--- config.mk ---
export PLATFORM = sky130hd
export DESIGN_NAME = sorted_list_insert_delete_unit
export DESIGN_NICKNAME = d
export VERILOG_FILES = /design/src/design/slid_pkg.sv /design/src/design/slid_ram.sv /design/src/design/slid_dp.sv /design/src/design/slid_ctrl.sv /design/src/design/sorted_list_insert_delete_unit.sv
export SDC_FILE = /design/constraint.sdc
export NUM_CORES = 1
export LEC_CHECK = 0
export BUFFER_PORTS_ARGS = -buffer_cell sky130_fd_sc_hd__buf_2
export CAP_MARGIN = 20
export CORE_UTILIZATION = 40
export DETAILED_ROUTE_END_ITERATION = 12
export PLACE_DENSITY = 0.52
export SYNTH_ARGS = -nofsm -noshare
export SYNTH_HDL_FRONTEND = slang
export SYNTH_SLANG_ARGS = --single-unit
--- constraint.sdc ---
create_clock -name clk -period 8.7 [get_ports clk]
set_input_delay 0.87 -clock clk [delete_from_list [all_inputs] [get_ports clk]]
set_output_delay 0.87 -clock clk [all_outputs]
set_load 0.02 [all_outputs]
--- src/design/slid_pkg.sv ---
// Shared types, constants and control structs for the sorted list unit.
`default_nettype none
package slid_pkg;

  localparam int CAPACITY = 16;
  localparam int AW       = $clog2(CAPACITY);
  localparam int CNT_W    = $clog2(CAPACITY + 1);
  localparam int POS_W    = 4;
  localparam int CMP_W    = (CNT_W > POS_W) ? CNT_W : POS_W;
  localparam int DATA_W   = 32;

  localparam logic [1:0] OP_INSERT = 2'd0;
  localparam logic [1:0] OP_DELETE = 2'd1;
  localparam logic [1:0] OP_READ   = 2'd2;

  localparam logic [1:0] ST_DONE = 2'd0;
  localparam logic [1:0] ST_FULL = 2'd1;
  localparam logic [1:0] ST_NONE = 2'd2;

  typedef struct packed {
    logic [1:0]              opcode;
    logic signed [DATA_W-1:0] value;
    logic [POS_W-1:0]        position;
  } in_t;

  typedef struct packed {
    logic [1:0]              status;
    logic [4:0]              entry_count;
    logic [4:0]              removed_count;
    logic signed [DATA_W-1:0] read_value;
  } out_t;

  typedef struct packed {
    logic load;
    logic ins_first;
    logic ins_step;
    logic put_val;
    logic del_first;
    logic del_step;
    logic del_end;
    logic rd_issue;
    logic rd_take;
    logic set_full;
    logic set_none;
    logic out_load;
  } cmd_t;

  typedef struct packed {
    logic [1:0] op;
    logic       full;
    logic       p_zero;
    logic       p_one;
    logic       ins_stop;
    logic       del_last;
    logic       rd_ok;
  } sts_t;

endpackage
`default_nettype wire

--- src/design/slid_ram.sv ---
// Generic single write port, single read port RAM with registered read.
`default_nettype none
module slid_ram #(
  parameter int WIDTH = 32,
  parameter int DEPTH = 16
) (
  input  wire logic                     clk,
  input  wire logic                     we,
  input  wire logic [$clog2(DEPTH)-1:0] waddr,
  input  wire logic [WIDTH-1:0]         wdata,
  input  wire logic                     re,
  input  wire logic [$clog2(DEPTH)-1:0] raddr,
  output logic      [WIDTH-1:0]         rdata
);

  logic [WIDTH-1:0] mem [DEPTH];

  always_ff @(posedge clk) begin
    if (we) begin
      mem[waddr] <= wdata;
    end
    if (re) begin
      rdata <= mem[raddr];
    end
  end

endmodule
`default_nettype wire

--- src/design/slid_dp.sv ---
// Datapath: list storage, walk pointers, counters and result register.
`default_nettype none
module slid_dp (
  input  wire logic           clk,
  input  wire logic           rst_n,
  input  wire slid_pkg::in_t  in_data,
  input  wire slid_pkg::cmd_t cmd,
  output slid_pkg::sts_t      sts,
  output slid_pkg::out_t      out_data
);

  logic [1:0]                        op_r;
  logic signed [slid_pkg::DATA_W-1:0] val_r;
  logic [slid_pkg::POS_W-1:0]        pos_r;
  logic [slid_pkg::CNT_W-1:0]        held_r;
  logic [slid_pkg::CNT_W-1:0]        p_r;
  logic [slid_pkg::CNT_W-1:0]        k_r;
  logic [slid_pkg::CNT_W-1:0]        keep_r;
  logic [slid_pkg::CNT_W-1:0]        rem_r;
  logic [1:0]                        st_r;
  logic signed [slid_pkg::DATA_W-1:0] rv_r;
  slid_pkg::out_t                    out_r;

  logic [slid_pkg::CNT_W-1:0]  p_m1, p_m2, k_p1;
  logic                        del_hit;
  logic                        we, re;
  logic [slid_pkg::AW-1:0]     waddr, raddr;
  logic [slid_pkg::DATA_W-1:0] wdata, rdata;

  assign p_m1    = p_r - slid_pkg::CNT_W'(1);
  assign p_m2    = p_r - slid_pkg::CNT_W'(2);
  assign k_p1    = k_r + slid_pkg::CNT_W'(1);
  assign del_hit = (rdata == $unsigned(val_r));

  always_comb begin
    sts.op       = op_r;
    sts.full     = (held_r == slid_pkg::CNT_W'(slid_pkg::CAPACITY));
    sts.p_zero   = (p_r == '0);
    sts.p_one    = (p_r == slid_pkg::CNT_W'(1));
    sts.ins_stop = ($signed(rdata) < val_r);
    sts.del_last = (k_p1 == held_r);
    sts.rd_ok    = (slid_pkg::CMP_W'(pos_r) < slid_pkg::CMP_W'(held_r));
  end

  always_comb begin
    we    = 1'b0;
    waddr = p_r[slid_pkg::AW-1:0];
    wdata = $unsigned(val_r);
    re    = 1'b0;
    raddr = '0;
    if (cmd.put_val) begin
      we = 1'b1;
    end
    if (cmd.ins_first) begin
      re    = 1'b1;
      raddr = p_m1[slid_pkg::AW-1:0];
    end
    if (cmd.ins_step) begin
      we    = 1'b1;
      wdata = rdata;
      re    = ~sts.p_one;
      raddr = p_m2[slid_pkg::AW-1:0];
    end
    if (cmd.del_first) begin
      re    = 1'b1;
      raddr = '0;
    end
    if (cmd.del_step) begin
      we    = ~del_hit;
      waddr = keep_r[slid_pkg::AW-1:0];
      wdata = rdata;
      re    = ~sts.del_last;
      raddr = k_p1[slid_pkg::AW-1:0];
    end
    if (cmd.rd_issue) begin
      re    = 1'b1;
      raddr = slid_pkg::AW'(pos_r);
    end
  end

  slid_ram #(
    .WIDTH(slid_pkg::DATA_W),
    .DEPTH(slid_pkg::CAPACITY)
  ) u_ram (
    .clk  (clk),
    .we   (we),
    .waddr(waddr),
    .wdata(wdata),
    .re   (re),
    .raddr(raddr),
    .rdata(rdata)
  );

  always_ff @(posedge clk) begin
    if (!rst_n) begin
      held_r <= '0;
    end else if (cmd.put_val) begin
      held_r <= held_r + slid_pkg::CNT_W'(1);
    end else if (cmd.del_end) begin
      held_r <= keep_r;
    end
  end

  always_ff @(posedge clk) begin
    if (cmd.load) begin
      op_r   <= in_data.opcode;
      val_r  <= in_data.value;
      pos_r  <= in_data.position;
      p_r    <= held_r;
      k_r    <= '0;
      keep_r <= '0;
      rem_r  <= '0;
      st_r   <= slid_pkg::ST_DONE;
      rv_r   <= '0;
    end
    if (cmd.ins_step) begin
      p_r <= p_m1;
    end
    if (cmd.del_step) begin
      k_r <= k_p1;
      if (del_hit) begin
        rem_r <= rem_r + slid_pkg::CNT_W'(1);
      end else begin
        keep_r <= keep_r + slid_pkg::CNT_W'(1);
      end
    end
    if (cmd.del_end && rem_r == '0) begin
      st_r <= slid_pkg::ST_NONE;
    end
    if (cmd.rd_take) begin
      rv_r <= $signed(rdata);
    end
    if (cmd.set_full) begin
      st_r <= slid_pkg::ST_FULL;
    end
    if (cmd.set_none) begin
      st_r <= slid_pkg::ST_NONE;
    end
    if (cmd.out_load) begin
      out_r.status        <= st_r;
      out_r.entry_count   <= 5'(held_r);
      out_r.removed_count <= 5'(rem_r);
      out_r.read_value    <= rv_r;
    end
  end

  assign out_data = out_r;

endmodule
`default_nettype wire

--- src/design/slid_ctrl.sv ---
// Controller: sequences insert, delete and read walks over the list store.
`default_nettype none
module slid_ctrl (
  input  wire logic           clk,
  input  wire logic           rst_n,
  input  wire logic           in_valid,
  output logic                in_ready,
  output logic                out_valid,
  input  wire logic           out_ready,
  input  wire slid_pkg::sts_t sts,
  output slid_pkg::cmd_t      cmd
);

  typedef enum logic [2:0] {
    S_IDLE,
    S_DISP,
    S_INS_CMP,
    S_INS_HEAD,
    S_DEL_RUN,
    S_DEL_END,
    S_RD_TAKE,
    S_FIN
  } state_t;

  state_t state_r, state_nxt;
  logic   out_valid_r, out_valid_nxt;

  assign in_ready  = (state_r == S_IDLE);
  assign out_valid = out_valid_r;

  always_comb begin
    cmd       = '0;
    state_nxt = state_r;
    unique case (state_r)
      S_IDLE: begin
        if (in_valid) begin
          cmd.load  = 1'b1;
          state_nxt = S_DISP;
        end
      end
      S_DISP: begin
        unique case (sts.op)
          slid_pkg::OP_INSERT: begin
            if (sts.full) begin
              cmd.set_full = 1'b1;
              state_nxt    = S_FIN;
            end else if (sts.p_zero) begin
              cmd.put_val = 1'b1;
              state_nxt   = S_FIN;
            end else begin
              cmd.ins_first = 1'b1;
              state_nxt     = S_INS_CMP;
            end
          end
          slid_pkg::OP_DELETE: begin
            if (sts.p_zero) begin
              cmd.set_none = 1'b1;
              state_nxt    = S_FIN;
            end else begin
              cmd.del_first = 1'b1;
              state_nxt     = S_DEL_RUN;
            end
          end
          slid_pkg::OP_READ: begin
            if (sts.rd_ok) begin
              cmd.rd_issue = 1'b1;
              state_nxt    = S_RD_TAKE;
            end else begin
              cmd.set_none = 1'b1;
              state_nxt    = S_FIN;
            end
          end
          default: begin
            cmd.set_none = 1'b1;
            state_nxt    = S_FIN;
          end
        endcase
      end
      S_INS_CMP: begin
        if (sts.ins_stop) begin
          cmd.put_val = 1'b1;
          state_nxt   = S_FIN;
        end else begin
          cmd.ins_step = 1'b1;
          if (sts.p_one) begin
            state_nxt = S_INS_HEAD;
          end
        end
      end
      S_INS_HEAD: begin
        cmd.put_val = 1'b1;
        state_nxt   = S_FIN;
      end
      S_DEL_RUN: begin
        cmd.del_step = 1'b1;
        if (sts.del_last) begin
          state_nxt = S_DEL_END;
        end
      end
      S_DEL_END: begin
        cmd.del_end = 1'b1;
        state_nxt   = S_FIN;
      end
      S_RD_TAKE: begin
        cmd.rd_take = 1'b1;
        state_nxt   = S_FIN;
      end
      S_FIN: begin
        if (!out_valid_r || out_ready) begin
          cmd.out_load = 1'b1;
          state_nxt    = S_IDLE;
        end
      end
      default: state_nxt = S_IDLE;
    endcase
  end

  always_comb begin
    out_valid_nxt = out_valid_r & ~out_ready;
    if (cmd.out_load) begin
      out_valid_nxt = 1'b1;
    end
  end

  always_ff @(posedge clk) begin
    if (!rst_n) begin
      state_r     <= S_IDLE;
      out_valid_r <= 1'b0;
    end else begin
      state_r     <= state_nxt;
      out_valid_r <= out_valid_nxt;
    end
  end

endmodule
`default_nettype wire

--- src/design/sorted_list_insert_delete_unit.sv ---
// Top level of the bounded sorted list unit.
// Holds up to CAPACITY signed 32-bit entries in ascending order in a RAM with one
// write and one registered read port. One transaction in gives one result out. An
// insert walks from the tail, shifting entries up one per cycle until its place is
// found; a delete compacts the list in one pass. The single RAM read port sets the
// one-entry-per-cycle walk. A new transaction is taken while the previous result
// still waits in the output register.
`default_nettype none
module sorted_list_insert_delete_unit (
  input  wire logic           clk,
  input  wire logic           rst_n,
  input  wire logic           in_valid,
  output logic                in_ready,
  input  wire slid_pkg::in_t  in_data,
  output logic                out_valid,
  input  wire logic           out_ready,
  output slid_pkg::out_t      out_data
);

  slid_pkg::cmd_t cmd;
  slid_pkg::sts_t sts;

  slid_ctrl u_ctrl (
    .clk      (clk),
    .rst_n    (rst_n),
    .in_valid (in_valid),
    .in_ready (in_ready),
    .out_valid(out_valid),
    .out_ready(out_ready),
    .sts      (sts),
    .cmd      (cmd)
  );

  slid_dp u_dp (
    .clk     (clk),
    .rst_n   (rst_n),
    .in_data (in_data),
    .cmd     (cmd),
    .sts     (sts),
    .out_data(out_data)
  );

endmodule
`default_nettype wire

==> run_results.csv <==
group,metric,value,unit
drt,drc,0,
global_route,grt_pass1_vias,15865,
drt,wirelength,70.0,mm
clock_network,ctsHoldBuffers,0,
placed_design,post-place-cells,2908,
power,combPwrFrac,31.6,%
yosys,syn_inst,1930,
timing,worst_slew_pin_slew,1110,ps
clock_network,cts_made_buffers,73,
placed_design,placement.io_buffers,87,
clock_network,clk_pin_slew,60,ps
floorplan,pin_count,88,
global_route,grt_max_degree,186,
setup_path,critPathCaptureType,"flip-flop",
layout,syn2layout_area_growth,14.3,%
global_route,grt_pass1_wl,103,mm
floorplan,die-area,71900,um^2
setup_path,worstSetupStartpointType,"flip-flop",
setup_path,max_stage_delay,650,ps
placed_design,pre_cts_slack,3500,ps
setup_path,path_cells,"ha_1 -> nand4_1 -> nor3_1 -> a21boi_0 -> o31a_1 -> o31a_1 -> a22o_4 -> buf_12 -> mux2i_1 -> a221oi_1 -> a311oi_1 -> a31oi_1",
timing,fin_worst_skew,24.4,ps
placed_design,dp_hpwl,40.1,mm
power,ir_drop,0.292,mV
timing,fin_crit,5260,ps
global_route,grt-ovfl-total,0,
timing,rsz0062_at_grt,"no",
setup_path,cp_top_family,"compound AO/OA/AOI/OAI gates",
global_route,grtUsageTotal,19.6,%
yosys,synth_edf_count,668,
timing,fmax,0.190,GHz
floorplan,design.core.area,70000,um^2
setup_path,worst-path-buf-inv,1,
power,power_density,355,nW/um^2
yosys,async_flop_share,0,%
floorplan,die_x,268,um
clock_network,post_cts_buffers,0,
timing,drv_slew,0,
layout,instances_no_fill,3039,
timing,fin_ws,3440,ps
drt,final_antenna_net_count,0,
yosys,synth_seq_cells,689,
yosys,dominantRegCellSynth,"edfxtp_1",
setup_path,worst-setup-path-type,"reg2reg",
floorplan,initial_core_util,40.5,%
timing,setup_viol,0,
drt,drt_first_pass_iters,7,
clock_network,cts_sinks,689,
setup_path,crit_required,9030,ps
timing,fin_setup_tns,0,ps
yosys,netlist_area,28300,um^2
clock_network,clockBufferDepth,3,
layout,fin_util,46.2,%
power,p_seq_share,42.0,%
floorplan,die_h,268,um
drt,num_vias,16285,
clock_network,cts-resized-gates,0,
clock_network,clkLatencyLatePin,610,ps
layout,final_area,32400,um^2
timing,slew_headroom,26.0,%
timing,hold_violations,0,
placed_design,gp_congestion,0.843,
yosys,syn_nets,2021,
drt,avgRoutedWirePerCell,23.0,um
timing,finalCritPeriodShare,60.5,%
setup_path,crit_top_cell,"o31a_1",
power,p_leak,10.8,nW
yosys,synth_cell_types,60,
clock_network,cts_tree,"built",
power,switching_share,34.4,%
drt,drtIter0Drc,1432,
setup_path,arrival,5590,ps
power,switchingPower,3.95,mW
yosys,syn_avg_cell_area,14.7,um^2
layout,drive_gt1_share,15.0,%
clock_network,cts_max_level,3,
yosys,yosysWarningCount,0,
power,internal-power,7.54,mW
placed_design,placed_area,30000,um^2
layout,layout.nets,2135,
setup_path,slowest_stage,"nor3_1",
run_status,status,"finished clean",
clock_network,cts-root-buf,"clkbuf_16",
flow_run,maxCapViolations,0,
yosys,yosysSeqAreaShare,72.3,%
power,clkPwrFrac,26.4,%
global_route,antenna_found_initial,3,
drt,viasPerCell,5.36,
setup_path,critPathMaxFanout,185,
hold_path,hp-class,"reg2reg",
floorplan,fp-row-count,97,
through the flow:
stage	power, mW	hold WS [ps]
after floorplan	7.27	400
after global placement	8.48	402
after detailed placement	8.53	405
after CTS	11.6	394
after global routing	12.1	414
final	11.5	416
cells in the mapped netlist (4+ instances only):
cell / count / area (um^2)
a21oi_1: 123 / 616
a21oi_2: 32 / 280
a221o_1: 33 / 330
a221oi_1: 33 / 289
a311oi_1: 34 / 298
a31oi_1: 43 / 269
and2_1: 32 / 200
buf_1: 5 / 18.8
buf_2: 22 / 110
buf_4: 7 / 52.6
buf_6: 13 / 146
clkbuf_1: 64 / 240
dfxtp_1: 21 / 420
edfxtp_1: 668 / 20100
ha_1: 49 / 613
inv_1: 114 / 428
mux2i_1: 132 / 1320
nand2_1: 137 / 514
nand2b_1: 67 / 419
nand3_1: 55 / 275
nand4_1: 12 / 75.1
nor2_1: 37 / 139
nor3_1: 10 / 50.1
nor3b_1: 7 / 52.6
o211ai_1: 7 / 52.6
o21ai_0: 82 / 410
o21ai_1: 33 / 165
xnor2_1: 6 / 52.6
xor2_1: 4 / 35.0
final cells by class:
type                    count  area, um^2
flip-flops and latches    689       20500
repair buffers            151         966
inverters                 115         432
multi-input cells        1014        7000
diodes                      1        2.50
clock buffers              91        2010
clock inverters            38         315
well taps                 940        1180
fillers                  6148       37600
flip-flops by register name (all words and copies together), names as in the netlist:
register          flops
u_ctrl.out_valid      1
u_dp.held_r           5
u_dp.op_r             2
u_dp.out_data        44
u_dp.val_r           32
u_dp.u_ram.mem      512
u_dp.keep_r           5
u_dp.p_r              5
u_ctrl.state_r        3
u_dp.k_r              5
u_dp.rv_r            32
u_dp.st_r             2
u_dp.pos_r            4
u_dp.rem_r            5
u_dp.u_ram.rdata     32
metal layers:
| metal | global-route usage (%) | wire length, um | share of wire [%] | vias up |
|---|---|---|---|---|
| li1 | - | - | - | 7577 |
| met1 | 27.7 | 32200 | 46 | 8176 |
| met2 | 30.8 | 32500 | 46 | 420 |
| met3 | 2.90 | 3440 | 4.9 | 110 |
| met4 | 6.98 | 1870 | 2.7 | 2 |
| met5 | 0 | 9 | 0.013 | - |
cell families after synthesis:
| family | count (synthesis) | synth area share, % |
|---|---|---|
| AOI/OAI and AO/OA | 445 | 10.3 |
| muxes | 133 | 4.70 |
| and+or+nand+nor | 377 | 6.66 |
| DFF | 689 | 72.3 |
| xor gates and xnor gates | 10 | 0.309 |
| adders and majority gates | 49 | 2.16 |
| buffers and inverters | 227 | 3.58 |
power by group through the flow:
stage	combinational (mW)	clock [mW]	sequential, mW
final	3.63	3.04	4.82
after global routing	4.00	3.22	4.86
after CTS	3.65	3.10	4.82
after detailed placement	3.64	0	4.89
after global placement	3.60	0	4.88
after floorplan	2.46	0	4.81
placed cells by master, fill, tap and decap left out, types with 34 or more instances in the layout:
cell type	instances
inv_1	113
a21oi_1	123
mux2i_1	132
buf_4	60
edfxtp_1	668
o21ai_0	82
nand3_1	55
nand2_1	135
ha_1	49
a311oi_1	34
a31oi_1	43
buf_2	87
nand2b_1	67
clkbuf_16	76
path summary, 6_finish.rpt:
path	from	end	slack (ps)	cells past startpoint
max	u_dp.u_ram.rdata[15]	u_dp.u_ram.rdata[12]	3440	12
min	u_dp.rv_r[12]	u_dp.out_data[12]	420	0
max reg2reg	u_dp.u_ram.rdata[15]	u_dp.u_ram.rdata[12]	3440	12
min reg2reg	u_dp.rv_r[12]	u_dp.out_data[12]	420	0
Note: power is estimated with default switching activity, not from simulation.
